**src/gbp_pkg.sv**
```systemverilog
`timescale 1ns / 1ps
// ----------------------------------------------------------------------------
// gbp_pkg
// Shared constants, counter update function and controller/datapath
// command and status types for the gshare branch predictor.
// ----------------------------------------------------------------------------
package gbp_pkg;

  localparam int INDEX_BITS_DEF = 12;

  localparam logic [1:0] CTR_STRONG_NT = 2'b00;
  localparam logic [1:0] CTR_WEAK_NT   = 2'b01;
  localparam logic [1:0] CTR_WEAK_T    = 2'b10;
  localparam logic [1:0] CTR_STRONG_T  = 2'b11;

  // controller -> datapath
  typedef struct packed {
    logic clear;   // write one clearing-pass entry
    logic accept;  // take the input word, start the counter read
    logic commit;  // write back counter, shift history, load result
  } gbp_cmd_t;

  // datapath -> controller
  typedef struct packed {
    logic clear_last;  // clearing pass is at its last entry
    logic out_free;    // result register can take a new word this cycle
  } gbp_sts_t;

  // Saturating 2-bit counter step toward the outcome.
  function automatic logic [1:0] next_counter(input logic [1:0] ctr, input logic taken);
    logic [1:0] res;
    res = ctr;
    if (taken) begin
      if (ctr != CTR_STRONG_T) res = ctr + 2'd1;
    end else begin
      if (ctr != CTR_STRONG_NT) res = ctr - 2'd1;
    end
    return res;
  endfunction

endpackage

```
**src/gbp_ctrl.sv**
```systemverilog
`timescale 1ns / 1ps
// ----------------------------------------------------------------------------
// gbp_ctrl
// Controller: runs the table clearing pass after reset, then sequences each
// word through counter read and write-back.
// ----------------------------------------------------------------------------
module gbp_ctrl (
  input  logic              clk,
  input  logic              rst,
  input  logic              in_valid,
  output logic              in_stall,
  input  gbp_pkg::gbp_sts_t sts,
  output gbp_pkg::gbp_cmd_t cmd
);

  typedef enum logic [2:0] {
    S_CLEAR  = 3'b001,
    S_IDLE   = 3'b010,
    S_UPDATE = 3'b100
  } state_t;

  state_t state;
  state_t state_next;

  always_comb begin
    cmd.clear  = (state == S_CLEAR);
    cmd.accept = (state == S_IDLE) && in_valid;
    cmd.commit = (state == S_UPDATE) && sts.out_free;
  end

  assign in_stall = (state != S_IDLE);

  always_comb begin
    state_next = state;
    case (state)
      S_CLEAR: begin
        if (sts.clear_last) state_next = S_IDLE;
      end
      S_IDLE: begin
        if (in_valid) state_next = S_UPDATE;
      end
      S_UPDATE: begin
        // hold until the result register frees up
        if (sts.out_free) state_next = S_IDLE;
      end
      default: state_next = S_CLEAR;
    endcase
  end

  always_ff @(posedge clk) begin
    if (rst) begin
      state <= S_CLEAR;
    end else begin
      state <= state_next;
    end
  end

  a_accept_to_update: assert property (@(posedge clk) disable iff (rst)
    cmd.accept |=> state == S_UPDATE)
    else $error("accepted word did not move to update");

  a_clear_ends: assert property (@(posedge clk) disable iff (rst)
    (state == S_CLEAR) && sts.clear_last |=> state == S_IDLE)
    else $error("clearing pass did not finish");

  a_commit_frees_input: assert property (@(posedge clk) disable iff (rst)
    cmd.commit |=> !in_stall)
    else $error("input still stalled after commit");

endmodule

```
**config.mk**
```make
export PLATFORM = sky130hd
export DESIGN_NAME = gbp_ctrl
export DESIGN_NICKNAME = d
export VERILOG_FILES = /design/src/gbp_pkg.sv /design/src/gbp_ctrl.sv
export SDC_FILE = /design/constraint.sdc
export NUM_CORES = 1
export LEC_CHECK = 0
export BUFFER_PORTS_ARGS = -buffer_cell sky130_fd_sc_hd__buf_2
export CAP_MARGIN = 0
export CORE_AREA = 8 8 45 47
export DETAILED_ROUTE_END_ITERATION = 12
export DIE_AREA = 0 0 53 55
export PLACE_DENSITY = 0.31
export SETUP_SLACK_MARGIN = 0.1
export SLEW_MARGIN = 20
export SYNTH_ARGS = -nofsm -noshare
export SYNTH_HDL_FRONTEND = slang
export SYNTH_SLANG_ARGS = --single-unit
export TNS_END_PERCENT = 50
```
**constraint.sdc**
```tcl
create_clock -name clk -period 1.2 [get_ports clk]
set_input_delay 0 -clock clk [delete_from_list [all_inputs] [get_ports clk]]
set_output_delay 0 -clock clk [all_outputs]
set_load 0.05 [all_outputs]
```
## After elaboration in Yosys (flattened, before gate mapping)

Cells that the tools add are included.

- Memories: 0
- Input port bits: 5
- Output and inout bits: 4
- Bits in latches: 0
- ROM bits: 0
- Memory bits (writable): 0
- Register bits after elaboration: 3
- Logic and storage cells: 15

- Multiply operators: 0
- Equality and inequality tests: 7
- Reduce and logical (&&, ||, !) cells: 3
- Shift operators: 0
- Div/mod/pow operators: 0
- $lt $le $gt $ge: 0
- Bitwise operators: 0
- Muxes and demuxes: 4
- $add $sub $neg: 0

Operator list:

| kind | number |
|---|---|
| $mux W3 | 3 |
| $pmux W3 S3 | 1 |
| $ne A2 B2 Y1 const B | 3 |
| $eq A3 B1 Y1 const B | 1 |
| $eq A3 B2 Y1 const B | 1 |
| $eq A3 B3 Y1 const B | 1 |
| $ne A3 B2 Y1 const B | 1 |
| $reduce_and A3 Y1 | 1 |
| $logic_and A1 B1 Y1 | 2 |

## Longest topological paths before layout

Gate-level depths: netlist (run 1).

- Word-level depth: 3
- Mapped depth: 3
- Depth with buffers taken out: 3

## Least setup slack after synthesis (run 1)

Ideal clock, no wire load.

- Kind: flip-flop to output port
- From: register state[1]
- To: output cmd[1] (netlist bit)
- Stages on the path, launching flop included: 3
- Path slack: -0.482 ns
- Data arrival time: 1.682 ns
- Data required time: 1.200 ns
- Path buffers: 0
- Cells stage by stage: dfxtp_1 > nand3b_1 > nor2_1

RTL lines:

| element | RTL line | source |
|---|---|---|
| start, declared | gbp_ctrl.sv:22 | `state_t state;` |
| start signal, assigned | gbp_ctrl.sv:54 | `state <= state_next;` |
| end, declared | gbp_ctrl.sv:13 | `output gbp_pkg::gbp_cmd_t cmd` |

==> impl_metrics.ini, run 1 <==
[critical_path]
timing.rr.start = state[0]$_SDFFE_PP1P_
worst-path-buf-inv = 1
r2r_slack_ns = 0.20
worstPathArrival_ns = 1.09
max_stage_delay_ns = 0.37
path_cells = nor3b_4, buf_6
cp-start-kind = register
endpoint_kind = output port
critPathKind = reg2out
critPathRequiredTime_ns = 1.20
cp_max_fo = 6
r2r_end = state[1]$_SDFFE_PP0P_
cp_top_family = flip-flops
worstRegToRegCells = 3
critPathSlowestCell = dfxtp_2

[die]
pin_count = 9
coreArea_mm2 = 0.001384
dieArea_mm2 = 0.002915
die_w_um = 53
chipHeight_um = 55
rows = 14
start_util = 0.1356

[final_layout]
multiInputGateArea_um2 = 141.4
seqCellArea_um2 = 68.82
drive_gt1_frac = 0.6667
top_regs = state: 3 flops
nNetsFinal = 39
top_register = state
area_delta_synth_final_pct = 86.67
fill_cells = 154
fin_area_um2 = 350.3
largest_reg_flops = 3
num_antenna_cells = 0

[hold_path]
min_from = sts[1]
whs_path_depth = 3
hold_end = state[1]$_SDFFE_PP0P_
holdCritPathClass = in2reg

[logic_synthesis]
yosys.area_share.adder = 0
synthCells = 19
synth_top_area_share = 0.3200
synth_top_family_by_area = simple AND/OR/NAND/NOR gates
seq_area_frac_synth = 0.3200
ys_seq_elements = 3
synth_top_area_cell = dfxtp_1
syn-cell-area_um2 = 187.7
synth_compound_area_frac = 0.08000
postSynthAreaPerCell_um2 = 9.878
synth_xor_area_frac = 0.04667
synth_simple_gate_area_frac = 0.5133
yosysUniqueCellTypes = 15
synth.area.top_cells = dfxtp_1 (32%), nor3_2 (11%), nor4b_2 (8.0%)
ys.warnings.count = 0
synth_fp_nets = 24
synth.area.mux_share = 0

[grt]
grt_pass1_wl_um = 765
track_usage = 0.03985
antenna_found_initial = 0
grt_max_degree = 8
overflow = 0
grt_pass1_vias = 192

[routing]
drt_iter0_markers = 1
drc = 0
detail-route-antenna-nets = 0
wirelength_um = 491
via_per_inst = 3.776
wl_per_cell_um = 10.02
dr.pass1.iters = 2
vias = 185

[clocking]
cts_root_buf = clkbuf_4
cts_inserted_buffers = 3
cts_tree = yes
cts.clk_slew.worst_paths_ns = 0.03
clock_latency_ns = 0.23
ctsHtreeMaxLevel = 1
cts_num_sinks = 3
cts_buffer_depth = 2

[timing]
fin_crit_sh = 0.9096
finalMaxSlewViolations = 0
clock-skew-final_ns = 0.001500
setup_viol = 0
setup_slack_ns = 0.1085
max_freq_ghz = 0.9162
worstMarginPinSlew_ns = 0.2560
grt_setup_unrepaired = yes
hold_violations = 0
max_slew_margin = 0.8291
fin_crit_ns = 1.091

[placement]
pre_cts_slack_ns = 0.2084
port_buffers = 8
post-dp-hpwl_um = 396.9
finalWeightedCongestion = 0.6133
dpl_cell_area_um2 = 272.8

[power_and_ir_drop]
power_density_mw_per_mm2 = 1208
power_leakage_nw = 0.1320
power_mw = 0.4234
ir_worst_vdd_mv = 0.3475

[job]
cap_viol_max_count = 0

[run_status]
status = finished, final reports clean
## worst reg2reg max path, cell delays in order (launching register included)
cell     delay, ns
dfxtp_2       0.37
nor3b_4       0.29
nor2b_4       0.20
nor3_2        0.04
## power by group
part | switching, mW | total, mW | internal (mW)
Combinational | 0.0634 | 0.129 | 0.0653
Sequential | 0.0146 | 0.123 | 0.109
Clock | 0.0471 | 0.171 | 0.124
## per-stage QoR
step,util,TNS (ns),instances,hold slack (ns)
floorplan,-,-0.3167,19,0.06230
global placement,0.1971,0,43,0.2116
detailed placement,0.1971,0,43,0.2123
CTS,0.2360,0,48,0.05112
global route,0.2532,0,49,0.06341
finish,0.2532,0,49,0.05231
## layer usage
layer,GRT usage,wire length [µm]
met1,0.03485,221
met2,0.05273,208
met3,0.03743,61
met4,0.03879,0
met5,0,0
## final cells by class
cell class | instances | area share
inverter | 2 | 0.02143
timing repair buffer | 10 | 0.2464
tap | 16 | 0.05714
multi-input combinational | 14 | 0.4036
clock buffer | 4 | 0.07500
sequential | 3 | 0.1964
## cell usage after synthesis
library cell  number
xnor2_1            1
nor2_1             1
and4bb_1           1
nor3b_1            1
nand2b_1           1
o2bb2ai_1          1
nand3b_1           1
nor2b_1            1
inv_1              2
nor3_1             1
nor3_2             2
dfxtp_1            3
a31oi_1            1
nor3b_2            1
nor4b_2            1
## cell families (layout without fill, tap and decap cells)
group	after synthesis	in the layout
AND/OR/NAND/NOR	11	11
flip-flops	3	3
AO/OA/AOI/OAI	2	2
buffers and inverters	2	16
XOR/XNOR	1	1
## worst max path at each step
stage                                startpoint                    end  slack (ns)  depth (start not counted)
final                     state[0]$_SDFFE_PP1P_                 cmd[2]        0.11                          2
after global routing      state[0]$_SDFFE_PP1P_                 cmd[2]        0.05                          2
after CTS                 state[0]$_SDFFE_PP1P_                 cmd[2]        0.07                          2
after floorplan           state[0]$_SDFFE_PP1P_  state[1]$_SDFFE_PP0P_       -0.13                          3
after global placement    state[0]$_SDFFE_PP1P_  state[1]$_SDFFE_PP0P_        0.21                          3
after detailed placement  state[1]$_SDFFE_PP0P_  state[1]$_SDFFE_PP0P_        0.21                          3
## layout by cell type (no fill, tap or decap)
master / Yosys / final
buf_2: 0 / 4
clkbuf_4: 0 / 3
inv_1: 2 / 2
nor3_2: 2 / 2
buf_8: 0 / 2
buf_4: 0 / 2
dfxtp_4: 0 / 2
nand3b_1: 1 / 1
nor3b_4: 0 / 1
nor2_4: 0 / 1
and4bb_2: 0 / 1
nor3b_1: 1 / 1
a31oi_1: 1 / 1
nor3_1: 1 / 1
nor4b_2: 1 / 1
nor2b_4: 0 / 1
xnor2_1: 1 / 1
o2bb2ai_1: 1 / 1
nand2b_1: 1 / 1
clkbuf_1: 0 / 1
dlygate4sd3_1: 0 / 1
buf_6: 0 / 1
dfxtp_2: 0 / 1
## timing repair
item | 4_1_cts | 5_1_grt
setup buffers | 0 | 1
pin swaps | 1 | 1
hold buffers | 1 | 0
endpoints found under the hold margin | 2 | 0
resized for setup | 6 | 6
endpoints found under the setup margin | 4 | 4
Note: power is estimated with default switching activity, not from simulation.
==> run 2, diff against run 1 <==
--- a/constraint.sdc
+++ b/constraint.sdc
@@ -3,2 +3,2 @@
 set_output_delay 0 -clock clk [all_outputs]
-set_load 0.05 [all_outputs]
+set_load 0.02 [all_outputs]
==> impl_metrics.ini, run 2 (synthesized netlist as in run 1, its figures left out) <==
[timing]
finalMaxSlewViolations = 0
setup_viol = 0
fin_tns_setup_ns = 0
max_freq_ghz = 0.9290
hold-worst-slack_ns = 0.04340
worstMarginPinSlew_ns = 0.2428
grt_setup_unrepaired = yes
fin_crit_sh = 0.8971
hold_violations = 0
max_slew_margin = 0.8377
clock-skew-final_ns = 0.001688
fin_crit_ns = 1.076

[final_layout]
top_register = state
largest_reg_flops = 3
layout_common_cells = buf_2 (8), clkbuf_4 (3), dfxtp_2 (3)
mostFrequentLayoutCell = buf_2
num_antenna_cells = 0
multiInputGateArea_um2 = 133.9
stdcell_count = 49
top_regs = state: 3 flops
area_delta_synth_final_pct = 64.67
drive_gt1_frac = 0.6364
fill_cells = 146
fin_area_um2 = 309.0
nNetsFinal = 39
seqCellArea_um2 = 63.81

[routing]
dr.pass1.iters = 2
drt_iter0_markers = 2
drc = 0
vias = 189
wl_per_cell_um = 10.00
detail-route-antenna-nets = 0
via_per_inst = 3.857
wirelength_um = 490

[clocking]
cts_tree = yes
cts_root_buf = clkbuf_4
cts_num_sinks = 3
cts.clk_slew.worst_paths_ns = 0.04
ctsHtreeMaxLevel = 1
clock_latency_ns = 0.23
cts_buffer_depth = 2
cts_inserted_buffers = 3

[job]
cap_viol_max_count = 0

[grt]
grt_pass1_wl_um = 765
overflow = 0
grt_max_degree = 8
antenna_found_initial = 0
track_usage = 0.03991
grt_pass1_vias = 207

[critical_path]
worstPathArrival_ns = 1.08
timing.rr.start = state[1]$_SDFFE_PP0P_
cp-start-kind = register
r2r_end = state[1]$_SDFFE_PP0P_
critPathKind = reg2out
cp_max_fo = 7
r2r_slack_ns = 0.19
critPathRequiredTime_ns = 1.20
endpoint_kind = output port
worstRegToRegCells = 3

[power_and_ir_drop]
ir_worst_vdd_mv = 0.2840
power_leakage_nw = 0.1232
power_density_mw_per_mm2 = 1298

[placement]
dpl_cell_area_um2 = 264.0
dpl.cell_count = 43
finalWeightedCongestion = 0.6195
port_buffers = 8
post-dp-hpwl_um = 394.6

[die]
rows = 14
die_w_um = 53
start_util = 0.1356
pin_count = 9
chipHeight_um = 55
dieArea_mm2 = 0.002915
coreArea_mm2 = 0.001384

[hold_path]
min_from = sts[1]
holdCritPathClass = in2reg
hold_end = state[1]$_SDFFE_PP0P_
whs_path_depth = 3

[run_status]
status = finished, final reports clean
-- run 2: routing by layer --
metal / vias to the layer above / part of all wire / global-route usage
li1: 96 / - / -
met1: 81 / 0.43 / 0.03805
met2: 10 / 0.38 / 0.05078
met3: 2 / 0.15 / 0.02674
met4: 0 / 0.039 / 0.05172
met5: - / 0 / 0
-- run 2: power by group --
group / switching, mW / internal [mW]
sequential: 0.0164 / 0.110
combinational: 0.0394 / 0.0573
clock: 0.0531 / 0.125
total: 0.109 / 0.292
-- run 2: worst max-delay path by stage --
| stage | end | from | slack (ns) |
|---|---|---|---|
| after global placement | state[1]$_SDFFE_PP0P_ | state[2]$_SDFFE_PP0P_ | 0.20 |
| final | cmd[0] | state[1]$_SDFFE_PP0P_ | 0.12 |
| after detailed placement | state[1]$_SDFFE_PP0P_ | state[2]$_SDFFE_PP0P_ | 0.17 |
| after CTS | cmd[2] | state[0]$_SDFFE_PP1P_ | 0.1 |
| after floorplan | state[1]$_SDFFE_PP0P_ | state[2]$_SDFFE_PP0P_ | 0.12 |
| after global routing | cmd[0] | state[1]$_SDFFE_PP0P_ | 0.08 |
-- run 2: per-stage QoR --
step / setup WS (ns) / utilization / power, mW
floorplan: 0.1219 / - / 0.1883
global placement: 0.1951 / 0.1908 / 0.2157
detailed placement: 0.1732 / 0.1908 / 0.2151
CTS: 0.09941 / 0.2179 / 0.4036
global route: 0.08338 / 0.2233 / 0.4245
finish: 0.1235 / 0.2233 / 0.4012
-- run 2: timing repair --
action                                  CTS  global route
hold buffers                              1             0
endpoints found under the hold margin     3             0
endpoints found under the setup margin    4             2
setup buffers                             0             1
resized for setup                         1             0
-- run 2: critical path: stages (launching register included) --
cell and delay, ns:
dfxtp_2 0.36, and4bb_2 0.32, buf_2 0.17
-- run 2: layout make-up --
cell class                      count  share of cell area
Multi-Input combinational cell     14              0.4332
Sequential cell                     3              0.2065
Timing Repair Buffer               10              0.1862
Clock buffer                        4             0.08502
Tap cell                           16             0.06478
Inverter                            2             0.02429
